<file path="src/rtl/core/tds_pkg.sv">
`default_nettype none

package tds_pkg;

  localparam int CNT_W      = 8;
  localparam int DELTA_W    = CNT_W + 1;
  localparam int FRAC_W     = 8;
  localparam int FILT_W     = 18;
  localparam int DIFF_W     = FILT_W + 2;
  localparam int MAG_W      = FILT_W - FRAC_W;
  localparam int SMAG_W     = MAG_W + 1;
  localparam int GAIN_W     = 8;
  localparam int PROD_W     = SMAG_W + GAIN_W + 1;
  localparam int MOVE_W     = 17;
  localparam int SHIFT_W    = 3;
  localparam int CFG_IDX_W  = 3;
  localparam int CFG_DATA_W = 8;

  typedef logic [CNT_W-1:0]             count_t;
  typedef logic signed [DELTA_W-1:0]    delta_t;
  typedef logic signed [FILT_W-1:0]     filt_t;
  typedef logic [MAG_W-1:0]             mag_t;
  typedef logic signed [MOVE_W-1:0]     move_t;
  typedef logic [SHIFT_W-1:0]           shift_t;
  typedef logic [GAIN_W-1:0]            gain_t;
  typedef logic [CFG_IDX_W-1:0]         cfg_idx_t;
  typedef logic [CFG_DATA_W-1:0]        cfg_data_t;

  // Register indexes of the configuration port.
  localparam cfg_idx_t REG_EMA_SHIFT    = 3'd0;
  localparam cfg_idx_t REG_SWAP_AXES    = 3'd1;
  localparam cfg_idx_t REG_INVERT_H     = 3'd2;
  localparam cfg_idx_t REG_INVERT_V     = 3'd3;
  localparam cfg_idx_t REG_GAIN_X       = 3'd4;
  localparam cfg_idx_t REG_GAIN_Y       = 3'd5;
  localparam cfg_idx_t REG_IDLE_LIMIT   = 3'd6;

  localparam shift_t EMA_SHIFT_RST    = 3'd2;
  localparam gain_t  GAIN_RST         = 8'd1;
  localparam count_t IDLE_LIMIT_RST   = 8'd50;

  // Half of one Q8 unit, added before truncation to round half away from zero.
  localparam logic [FILT_W:0] ROUND_HALF = (FILT_W+1)'(128);

  // One exponential moving average step in Q8: f + ((d << 8) - f) >>> k,
  // wrapped to the filter width.
  function automatic filt_t filter_step(filt_t f, delta_t d, shift_t k);
    logic signed [DIFF_W-1:0] f_ext;
    logic signed [DIFF_W-1:0] target;
    logic signed [DIFF_W-1:0] diff;
    logic signed [DIFF_W-1:0] shifted;
    logic signed [DIFF_W-1:0] sum;
    f_ext   = {{(DIFF_W-FILT_W){f[FILT_W-1]}}, f};
    target  = {{(DIFF_W-DELTA_W-FRAC_W){d[DELTA_W-1]}}, d, {FRAC_W{1'b0}}};
    diff    = target - f_ext;
    shifted = diff >>> k;
    sum     = f_ext + shifted;
    return sum[FILT_W-1:0];
  endfunction

  // Magnitude of a Q8 value rounded to an integer, half away from zero.
  function automatic mag_t round_mag(filt_t v);
    logic [FILT_W-1:0] a;
    logic [FILT_W:0]   r;
    a = v[FILT_W-1] ? (~v + 1'b1) : v;
    r = {1'b0, a} + ROUND_HALF;
    return r[FILT_W-1:FRAC_W];
  endfunction

endpackage

`default_nettype wire

</file>
<file path="src/rtl/core/trackball_delta_smoother.sv">
`default_nettype none

// Trackball delta smoother. Each input item is one sensor sample (up, down,
// left and right counts plus a status byte); each produces exactly one result
// item. The raw deltas right - left and down - up are low-passed per axis by a
// Q8 exponential moving average with weight 2^-ema_shift, rounded half away
// from zero, then swapped, inverted and multiplied by the per-axis gain, in
// that order. The result also carries the switch state, a flag for a switch
// change since the previous sample, and an idle flag raised once idle_limit
// motionless samples have been seen in a row. The block takes one item per
// clock unless out_ready holds it back. The first stage updates the filter
// state, idle counter and switch history, the second does rounding, orientation
// and the gain multiply into the result register. The stage between them lets
// a new item enter while a finished result is still waiting on out_ready.
// Configuration registers must be written only while no item is in flight;
// they take effect for the next accepted item.
module trackball_delta_smoother #(
  parameter logic [7:0] SWITCH_MASK = 8'd128
) (
  input  wire logic                clk,
  input  wire logic                rst_n,

  input  wire logic                cfg_we,
  input  wire tds_pkg::cfg_idx_t   cfg_index,
  input  wire tds_pkg::cfg_data_t  cfg_wdata,

  input  wire logic                in_valid,
  output logic                     in_ready,
  input  wire tds_pkg::count_t     in_up_count,
  input  wire tds_pkg::count_t     in_down_count,
  input  wire tds_pkg::count_t     in_left_count,
  input  wire tds_pkg::count_t     in_right_count,
  input  wire tds_pkg::count_t     in_switch_byte,

  output logic                     out_valid,
  input  wire logic                out_ready,
  output tds_pkg::move_t           out_move_x,
  output tds_pkg::move_t           out_move_y,
  output logic                     out_x_valid,
  output logic                     out_y_valid,
  output logic                     out_button_pressed,
  output logic                     out_button_changed,
  output logic                     out_idle
);

  import tds_pkg::*;

  // Configuration registers.
  shift_t ema_shift_r;
  logic   swap_axes_r;
  logic   invert_h_r;
  logic   invert_v_r;
  gain_t  gain_x_r;
  gain_t  gain_y_r;
  count_t idle_limit_r;

  always_ff @(posedge clk) begin
    if (!rst_n) begin
      ema_shift_r    <= EMA_SHIFT_RST;
      swap_axes_r    <= 1'b0;
      invert_h_r     <= 1'b0;
      invert_v_r     <= 1'b0;
      gain_x_r       <= GAIN_RST;
      gain_y_r       <= GAIN_RST;
      idle_limit_r   <= IDLE_LIMIT_RST;
    end else if (cfg_we) begin
      case (cfg_index)
        REG_EMA_SHIFT:    ema_shift_r    <= cfg_wdata[SHIFT_W-1:0];
        REG_SWAP_AXES:    swap_axes_r    <= cfg_wdata[0];
        REG_INVERT_H:     invert_h_r     <= cfg_wdata[0];
        REG_INVERT_V:     invert_v_r     <= cfg_wdata[0];
        REG_GAIN_X:       gain_x_r       <= cfg_wdata[GAIN_W-1:0];
        REG_GAIN_Y:       gain_y_r       <= cfg_wdata[GAIN_W-1:0];
        REG_IDLE_LIMIT:   idle_limit_r   <= cfg_wdata[CNT_W-1:0];
        default: begin
        end
      endcase
    end
  end

  // Handshake. The first stage holds one item between the state update and
  // the result register; it moves on whenever the result register is free or
  // being emptied in the same cycle.
  logic s1_valid_r;
  logic out_valid_r;
  logic s1_adv;
  logic in_fire;

  assign s1_adv   = s1_valid_r && (!out_valid_r || out_ready);
  assign in_ready = !s1_valid_r || s1_adv;
  assign in_fire  = in_valid && in_ready;

  // First stage: filter update, idle counting and switch edge detection.
  filt_t  filt_x_r, filt_x_nxt;
  filt_t  filt_y_r, filt_y_nxt;
  count_t idle_cnt_r, idle_cnt_nxt;
  logic   btn_prev_r;
  delta_t dx;
  delta_t dy;
  logic   motion;
  logic   pressed;

  always_comb begin
    dx         = $signed({1'b0, in_right_count}) - $signed({1'b0, in_left_count});
    dy         = $signed({1'b0, in_down_count}) - $signed({1'b0, in_up_count});
    filt_x_nxt = filter_step(filt_x_r, dx, ema_shift_r);
    filt_y_nxt = filter_step(filt_y_r, dy, ema_shift_r);
    motion     = (dx != '0) || (dy != '0);
    // A counter left above a lowered limit simply holds.
    if (motion) begin
      idle_cnt_nxt = '0;
    end else if (idle_cnt_r < idle_limit_r) begin
      idle_cnt_nxt = idle_cnt_r + 1'b1;
    end else begin
      idle_cnt_nxt = idle_cnt_r;
    end
    pressed = (in_switch_byte & SWITCH_MASK) != '0;
  end

  logic s1_pressed_r;
  logic s1_changed_r;
  logic s1_idle_r;

  always_ff @(posedge clk) begin
    if (!rst_n) begin
      s1_valid_r <= 1'b0;
      filt_x_r   <= '0;
      filt_y_r   <= '0;
      idle_cnt_r <= '0;
      btn_prev_r <= 1'b0;
    end else begin
      if (in_fire) begin
        s1_valid_r <= 1'b1;
        filt_x_r   <= filt_x_nxt;
        filt_y_r   <= filt_y_nxt;
        idle_cnt_r <= idle_cnt_nxt;
        btn_prev_r <= pressed;
      end else if (s1_adv) begin
        s1_valid_r <= 1'b0;
      end
    end
  end

  always_ff @(posedge clk) begin
    if (in_fire) begin
      s1_pressed_r <= pressed;
      s1_changed_r <= pressed != btn_prev_r;
      s1_idle_r    <= idle_cnt_nxt >= idle_limit_r;
    end
  end

  // Second stage. The filter registers always belong to the item held in the
  // first stage, because a new item only enters as that one moves on.
  filt_t                     sel_x;
  filt_t                     sel_y;
  logic                      neg_x;
  logic                      neg_y;
  mag_t                      mag_x;
  mag_t                      mag_y;
  logic signed [SMAG_W-1:0]  sx;
  logic signed [SMAG_W-1:0]  sy;
  logic signed [PROD_W-1:0]  prod_x;
  logic signed [PROD_W-1:0]  prod_y;

  always_comb begin
    sel_x  = swap_axes_r ? filt_y_r : filt_x_r;
    sel_y  = swap_axes_r ? filt_x_r : filt_y_r;
    // Sign of the rounded value and the inversion fold into one negation.
    neg_x  = sel_x[FILT_W-1] ^ invert_h_r;
    neg_y  = sel_y[FILT_W-1] ^ invert_v_r;
    mag_x  = round_mag(sel_x);
    mag_y  = round_mag(sel_y);
    sx     = neg_x ? -$signed({1'b0, mag_x}) : $signed({1'b0, mag_x});
    sy     = neg_y ? -$signed({1'b0, mag_y}) : $signed({1'b0, mag_y});
    prod_x = sx * $signed({1'b0, gain_x_r});
    prod_y = sy * $signed({1'b0, gain_y_r});
  end

  move_t out_move_x_r;
  move_t out_move_y_r;
  logic  out_x_valid_r;
  logic  out_y_valid_r;
  logic  out_pressed_r;
  logic  out_changed_r;
  logic  out_idle_r;

  always_ff @(posedge clk) begin
    if (!rst_n) begin
      out_valid_r <= 1'b0;
    end else if (s1_adv) begin
      out_valid_r <= 1'b1;
    end else if (out_ready) begin
      out_valid_r <= 1'b0;
    end
  end

  always_ff @(posedge clk) begin
    if (s1_adv) begin
      out_move_x_r  <= prod_x[MOVE_W-1:0];
      out_move_y_r  <= prod_y[MOVE_W-1:0];
      out_x_valid_r <= prod_x != '0;
      out_y_valid_r <= prod_y != '0;
      out_pressed_r <= s1_pressed_r;
      out_changed_r <= s1_changed_r;
      out_idle_r    <= s1_idle_r;
    end
  end

  assign out_valid          = out_valid_r;
  assign out_move_x         = out_move_x_r;
  assign out_move_y         = out_move_y_r;
  assign out_x_valid        = out_x_valid_r;
  assign out_y_valid        = out_y_valid_r;
  assign out_button_pressed = out_pressed_r;
  assign out_button_changed = out_changed_r;
  assign out_idle           = out_idle_r;

  // The held first-stage item is never overwritten by a new one.
  a_s1_no_overwrite: assert property (@(posedge clk) disable iff (!rst_n)
    (s1_valid_r && !s1_adv) |-> !in_fire)
    else $error("first stage item overwritten");

  // Sideways motion always clears the idle counter.
  a_motion_clears_idle: assert property (@(posedge clk) disable iff (!rst_n)
    (in_fire && (in_right_count != in_left_count)) |=> (idle_cnt_r == '0))
    else $error("idle counter not cleared on motion");

  // Switch history follows the switch state carried with the item.
  a_btn_history: assert property (@(posedge clk) disable iff (!rst_n)
    in_fire |=> (btn_prev_r == s1_pressed_r))
    else $error("switch history out of step");

  // Valid flags agree with the registered movement values.
  a_valid_flags: assert property (@(posedge clk) disable iff (!rst_n)
    out_valid_r |-> ((out_x_valid_r == (out_move_x_r != '0)) &&
                     (out_y_valid_r == (out_move_y_r != '0))))
    else $error("movement valid flag mismatch");

endmodule

`default_nettype wire

</file>
<file path="config.mk">
export PLATFORM = sky130hd
export DESIGN_NAME = trackball_delta_smoother
export DESIGN_NICKNAME = d
export VERILOG_FILES = /design/src/rtl/core/tds_pkg.sv /design/src/rtl/core/trackball_delta_smoother.sv
export SDC_FILE = /design/constraint.sdc
export NUM_CORES = 1
export LEC_CHECK = 0
export BUFFER_PORTS_ARGS = -buffer_cell sky130_fd_sc_hd__buf_2
export CAP_MARGIN = 5
export CORE_UTILIZATION = 30
export CTS_CLUSTER_SIZE = 20
export DETAILED_ROUTE_END_ITERATION = 10
export SYNTH_ARGS = -nofsm -noshare
export SYNTH_HDL_FRONTEND = slang
export SYNTH_SLANG_ARGS = --single-unit
</file>
<file path="constraint.sdc">
create_clock -name clk -period 23.1 [get_ports clk]
set_clock_uncertainty 0.1 [all_clocks]
set_input_delay 2.31 -clock clk [delete_from_list [all_inputs] [get_ports clk]]
set_output_delay 2.31 -clock clk [all_outputs]
set_load 0.005 [all_outputs]
</file>
* Word-level counts from Yosys, hierarchy flattened
Index checks and enable logic that the tools add are counted.
** Cells by class
- $add $sub $neg :: 13
- Multipliers :: 2
- Div/mod/pow operators :: 0
- $lt $le $gt $ge :: 2
- Eq/ne operators :: 7
- Shift-type cells :: 2
- Mux-type cells :: 12
- Bitwise gates (word level) :: 4
- Reductions and logical operators :: 21
** Operators with widths (count)
- 2-to-1 mux 18 bit :: 4
- multiplier 11 x 9 -> 20 bit :: 2
- nonzero test 20 bit :: 2
- >>> shifter 19 x 3 -> 18 bit :: 2
- subtractor 17 x 18 -> 19 bit :: 2
- adder 18 x 1 -> 18 bit (second input constant) :: 2
- adder 18 bit :: 2
- adder 18 x 8 -> 18 bit (second input constant) :: 2
- inverter 18 bit :: 2
- 2-to-1 mux 11 bit :: 2
- negation 10 -> 11 bit :: 2
- nonzero test 9 bit :: 2
- subtractor 8 x 8 -> 9 bit :: 2
- 2-to-1 mux 8 bit :: 2
- AND reduction 2 bit :: 7
- == test 3 bit (second input constant) :: 3
- adder 8 x 1 -> 8 bit (second input constant) :: 1
- >= comparator 8 bit :: 1
- less-than comparator 8 bit :: 1
- == test 3 x 2 -> 1 bit (second input constant) :: 2
- 2-to-1 mux 1 bit :: 4
- nonzero test 2 bit :: 2
- == test 3 x 1 -> 1 bit (second input constant) :: 1
- zero test 3 bit :: 1
- 5 further kinds :: 10
** Word-level totals
- Flip-flop bits (word level) :: 119
- Bits in latches :: 0
- RAM bits :: 0
- Memory bits (read-only) :: 0
- Input bits :: 56
- Output and inout port bits :: 41
- Word-level logic and storage cells :: 86
- Memories kept :: 0

* Logic depth before layout (Yosys ltp)
- Depth after elaboration :: 9
- Mapped depth :: 38
- Gate-level depth less buffers :: 35

* Worst setup path before layout
Ideal clock, no wire load.
- Kind :: reg-to-reg
- Start point :: register swap_axes_r
- End point :: register out_x_valid_r (netlist: out_x_valid), data pin
- Setup time :: 263 ps
- Arrival :: 8601 ps
- Required time :: 22737 ps
- Setup slack :: 14136 ps
- Cell stages (with the launch flop) :: 34
- Buffers on the path :: 4
- Clock period less this slack :: 8964 ps
- Path through :: dfxtp_1 buf_6 buf_2 mux2i_1 clkbuf_1 nor2_1 xnor2_1 ha_1 inv_1 xnor2_1 xnor2_1 inv_1 ha_1 inv_1 or3b_1 or3_1 nor2_1 a31oi_2 buf_2 and2_1 fa_1 inv_1 fa_1 inv_1 fa_1 fa_1 ha_1 nand2b_1 nor2_1 or4_1 or4_1 nor4_1 or3b_2 a2111o_1
** On the way
- Word-level cells in the longest chain between the ends :: 9
- Elaborated cells on any way between the ends :: 10
- Classes of those cells :: 3 x add/sub; 1 x mul; 3 x mux; 2 x bitwise; 1 x reduce/logical
** RTL lines
- start, declared :: line trackball_delta_smoother.sv:50 : logic swap_axes_r;
- start signal, assigned :: line trackball_delta_smoother.sv:69 : REG_SWAP_AXES: swap_axes_r <= cfg_wdata[0];
- 2-to-1 mux 18 bit * :: line trackball_delta_smoother.sv:166 : sel_x = swap_axes_r ? filt_y_r : filt_x_r;
- inverter 18 bit :: line tds_pkg.sv:65 : a = v[FILT_W-1] ? (~v + 1'b1) : v;
- adder 18 x 1 -> 18 bit :: line tds_pkg.sv:65
- 2-to-1 mux 18 bit :: line tds_pkg.sv:65
- adder 18 x 8 -> 18 bit :: line tds_pkg.sv:66 : r = {1'b0, a} + ROUND_HALF;
- negation 10 -> 11 bit :: line trackball_delta_smoother.sv:173 : sx = neg_x ? -$signed({1'b0, mag_x}) : $signed({1'b0, mag_x});
- 2-to-1 mux 11 bit * :: line trackball_delta_smoother.sv:173
- multiplier 11 x 9 -> 20 bit * :: line trackball_delta_smoother.sv:175 : prod_x = sx * $signed({1'b0, gain_x_r});
- nonzero test 20 bit * :: line trackball_delta_smoother.sv:201 : out_x_valid_r <= prod_x != '0;
- end signal, assigned :: line trackball_delta_smoother.sv:201
- end, declared :: line trackball_delta_smoother.sv:181 : logic out_x_valid_r;
Mark *: on every way between the ends. The rest lies on a longest branch, timed or not.
A chain may end at the register's enable or synchronous reset.

* Worst setup path after layout
- Start point :: register filt_x_r[3]
- End point :: register out_x_valid_r (netlist: out_x_valid), data pin
** On the way
- Word-level cells in the longest chain between the ends :: 9
** RTL lines
- start, declared :: line trackball_delta_smoother.sv:94 : filt_t filt_x_r, filt_x_nxt;
- start signal, assigned :: line trackball_delta_smoother.sv:134 : filt_x_r <= filt_x_nxt;
- 2-to-1 mux 18 bit * :: line trackball_delta_smoother.sv:166
- inverter 18 bit :: line tds_pkg.sv:65
- adder 18 x 1 -> 18 bit :: line tds_pkg.sv:65
- 2-to-1 mux 18 bit * :: line tds_pkg.sv:65
- adder 18 x 8 -> 18 bit * :: line tds_pkg.sv:66
- negation 10 -> 11 bit :: line trackball_delta_smoother.sv:173
- 2-to-1 mux 11 bit * :: line trackball_delta_smoother.sv:173
- multiplier 11 x 9 -> 20 bit * :: line trackball_delta_smoother.sv:175
- named net prod_x[8] :: line trackball_delta_smoother.sv:162 : logic signed [PROD_W-1:0] prod_x;
- nonzero test 20 bit * :: line trackball_delta_smoother.sv:201
The timed path passes the listed nets; every way through them passes the cells marked *.

==> results by group <==
CTS
  • H-Tree Depth: 4
  • Post_cts resized: 0
  • CTS root buf: clkbuf_16
  • Post-CTS Setup Bufs: 0
  • # clock sinks: ~120
  • CTS tree: yes
  • Worst-Skew Late Latency: 480 ps
  • Bufs on Longest Clock Path: 2
  • Worst-path clk slew: approximately 60 ps
  • Hold Buf Count CTS: 0
  • TritonCTS Buffers: 17

Global routing
  • Met1 GRT Util: 0.196
  • GR peak layer: met2
  • Total GRT Usage: 0.148
  • First-pass GRT wire length: between 70 and 80 mm
  • Largest net degree at the start of global routing: 81
  • Grt ovf: 0
  • Met2 Usage GRT: 0.248
  • GR Util met3: 0.0226
  • Vias in the first global route: 14700
  • Initial antenna violation count: 0

Synth
  • Top-area cell type share of the netlist area: 0.161
  • FF+latch count, synth: around 120
  • Mean Syn Cell Area: between 8 and 9 sq um
  • Number of flops mapped to enable cells by yosys: 42
  • Most area-consuming cells after synthesis: fa_1, ha_1, dfxtp_1, edfxtp_1, inv_1
  • Synth Cell Area: about 18000 sq um
  • Synth Instances: roughly 2300
  • Synthesized Nets: ~2600
  • Post-synthesis mux area share: 0.0425
  • Post-synthesis xor/xnor area fraction: 0.0727
  • Largest family of logic cells by synthesized area: adder cells
  • Synth Area in Compound Gates: 0.161
  • Synthesis Warnings: 0
  • Share of the yosys chip area belonging to registers: 0.153
  • Post-Synth Adder-Cell Area: 0.279
  • Asr flop ratio synth: 0
  • Main flop type after synthesis: dfxtp_1
  • Post-Synth Simple-Gate Area: 0.208
  • Distinct cells, synth: 94
  • Post-synth top area cell: fa_1

STA
  • Worst Max-Slew Pin Slew: 1130 ps
  • Final Hold Viols: 0
  • Fin crit share: 0.429
  • Setup TNS: 0 ps
  • Setup repair after global routing missed its margin: false
  • Slew Limit Fails: 0
  • Minimum clock period: roughly 9900 ps
  • Achievable Freq: 0.101 GHz
  • Slew HR: 0.243
  • Final setup violation count: 0

Status
  • Status: finished, final reports clean

Routing
  • Post-Route WL: between 40 and 50 mm
  • Routed via count: between 15000 and 20000
  • Routed Antenna Nets: 0
  • Vias per inst: between 4 and 5
  • Pre-Repair DR Iteration Count: 5
  • Residual DRC: 0
  • Routed wire length per instance: 14.5 um
  • DR iter-0 viols: between 900 and 1000

Finish
  • Nets: around 2700
  • Area taken by multi-input logic gates: approximately 14000 sq um
  • Layout cells sized above 1: 0.0868
  • Synth-to-Final Area Change: 9.38%
  • Most frequent cells in the layout: inv_1, nand2_1, ha_1
  • # diodes: 0
  • Fill cells: ~6400
  • Seq. cell area: ~2800 sq um
  • Commonest non-fill, non-tap cell in the layout: inv_1
  • Post-layout util: 0.333

Setup path
  • Delay of the slowest critical-path stage: about 600 ps
  • Critical path arrival: around 10000 ps
  • R2R Setup Slk: about 13000 ps
  • Reg2reg path depth: 31
  • WP data required: 23220 ps
  • Crit path kind: register to register
  • Worst setup SP type: register
  • Worst path slowest cell: nor4_4
  • Top fanout value on the critical path: 9
  • R2r endpoint: out_x_valid
  • Worst Setup End Kind: register
  • FF-to-FF Start: filt_x_r[3]

Floorplan
  • Row count: 90
  • Die area: between 60000 and 70000 sq um
  • Ports: between 90 and 100
  • Die Ht: between 200 and 250 um
  • Core area: ~60000 sq um
  • Initial Utilization: 0.304
  • Die Wd: between 200 and 250 um

Worst hold path
  • Worst Hold Class: register to register
  • Hold Startpoint: s1_changed_r
  • Hold Path Cell Cnt: 0
  • Hold Path Sink: out_button_changed

Place
  • Post-DP HPWL: roughly 35 mm
  • Final GP Congestion: around 0.85
  • Port Buffer Count: just under 90

Power and ir drop
  • Worst VDD drop: between 0.04 and 0.05 mV
  • Pwr dens: 109 nW/um^2
  • P_leak: 8.89 nW

Flow run
  • Maxcap violations: 0
-- critical path: cells and delay by family, from the launching register on --
| kind | cells | cell delay (ps) |
|---|---|---|
| AND/OR/NAND/NOR | 11 | 4210 |
| adder cells (fa/ha/maj) | 6 | 2570 |
| AO/OA/AOI/OAI | 7 | 1420 |
| XOR/XNOR | 3 | 660 |
| flip-flops | 1 | 420 |
| buffers and inverters | 4 | 260 |
-- cells in the mapped netlist, types with 42 or more instances --
| master | instances |
|---|---|
| edfxtp_1 | 42 |
| a21oi_1 | 108 |
| inv_1 | 312 |
| xnor2_1 | 90 |
| xor2_1 | 55 |
| mux2i_1 | 47 |
| and2_1 | 118 |
| nand3_1 | 50 |
| nor3_1 | 42 |
| ha_1 | 172 |
| fa_1 | 148 |
| nand2_1 | 268 |
| dfxtp_1 | 77 |
| nor2_1 | 123 |
| o21ai_0 | 119 |
| clkbuf_1 | 72 |
-- cells by family after synthesis --
group                    Yosys count
AND/OR/NAND/NOR                  767
AO/OA/AOI/OAI                    446
buffers and inverters            401
adder cells (fa/ha/maj)          320
XOR/XNOR                         149
flip-flops                       119
multiplexers                      69
-- per-layer routing --
layer / routed length, um / share of wire
met1: 21400 / 0.48
met3: 1540 / 0.034
met5: 0 / 0
met2: 21200 / 0.47
met4: 705 / 0.016
-- area by class of cell --
class	count	share of cell area
inverter	313	0.0585
clock buffer	19	0.0226
tap	782	0.0487
multi-input combinational	1751	0.698
clock inverter	13	0.00548
sequential	119	0.140
timing repair buffer	102	0.0270
-- worst max-delay path by stage --
| stage | startpoint | to | slack [ps] |
|---|---|---|---|
| floorplan | swap_axes_r | out_x_valid | 14140 |
| global placement | filt_x_r[3] | out_x_valid | 13240 |
| detailed placement | filt_x_r[3] | out_x_valid | 13250 |
| CTS | filt_x_r[3] | out_x_valid | 13210 |
| global route | filt_x_r[3] | out_x_valid | 12470 |
| finish | filt_x_r[3] | out_x_valid | 13200 |
-- registers in the layout, summed over array words and instances (netlist names), 3 cells and up --
signal,flops
ema_shift_r,3
gain_x_r,8
out_move_x,17
out_move_y,17
idle_limit_r,8
gain_y_r,8
filt_y_r,18
idle_cnt_r,8
filt_x_r,18
-- power breakdown --
| part | internal (mW) | total, mW | switching, mW |
|---|---|---|---|
| sequential | 0.277 | 0.328 | 0.0517 |
| clock | 0.146 | 0.269 | 0.124 |
| combinational | 0.649 | 1.58 | 0.935 |
-- through the flow --
stage	worst slack, ps	total power, mW	instances	hold WS, ps	area, sq um
after detailed placement	13250	1.92	3067	307	19500
after global routing	12470	2.43	3099	318	20100
after CTS	13210	2.20	3099	314	20100
final	13200	2.18	3099	315	20100
after floorplan	14140	1.56	2271	300	18400
after global placement	13240	1.90	3067	302	19500
Power figures use the tool's default switching activity.
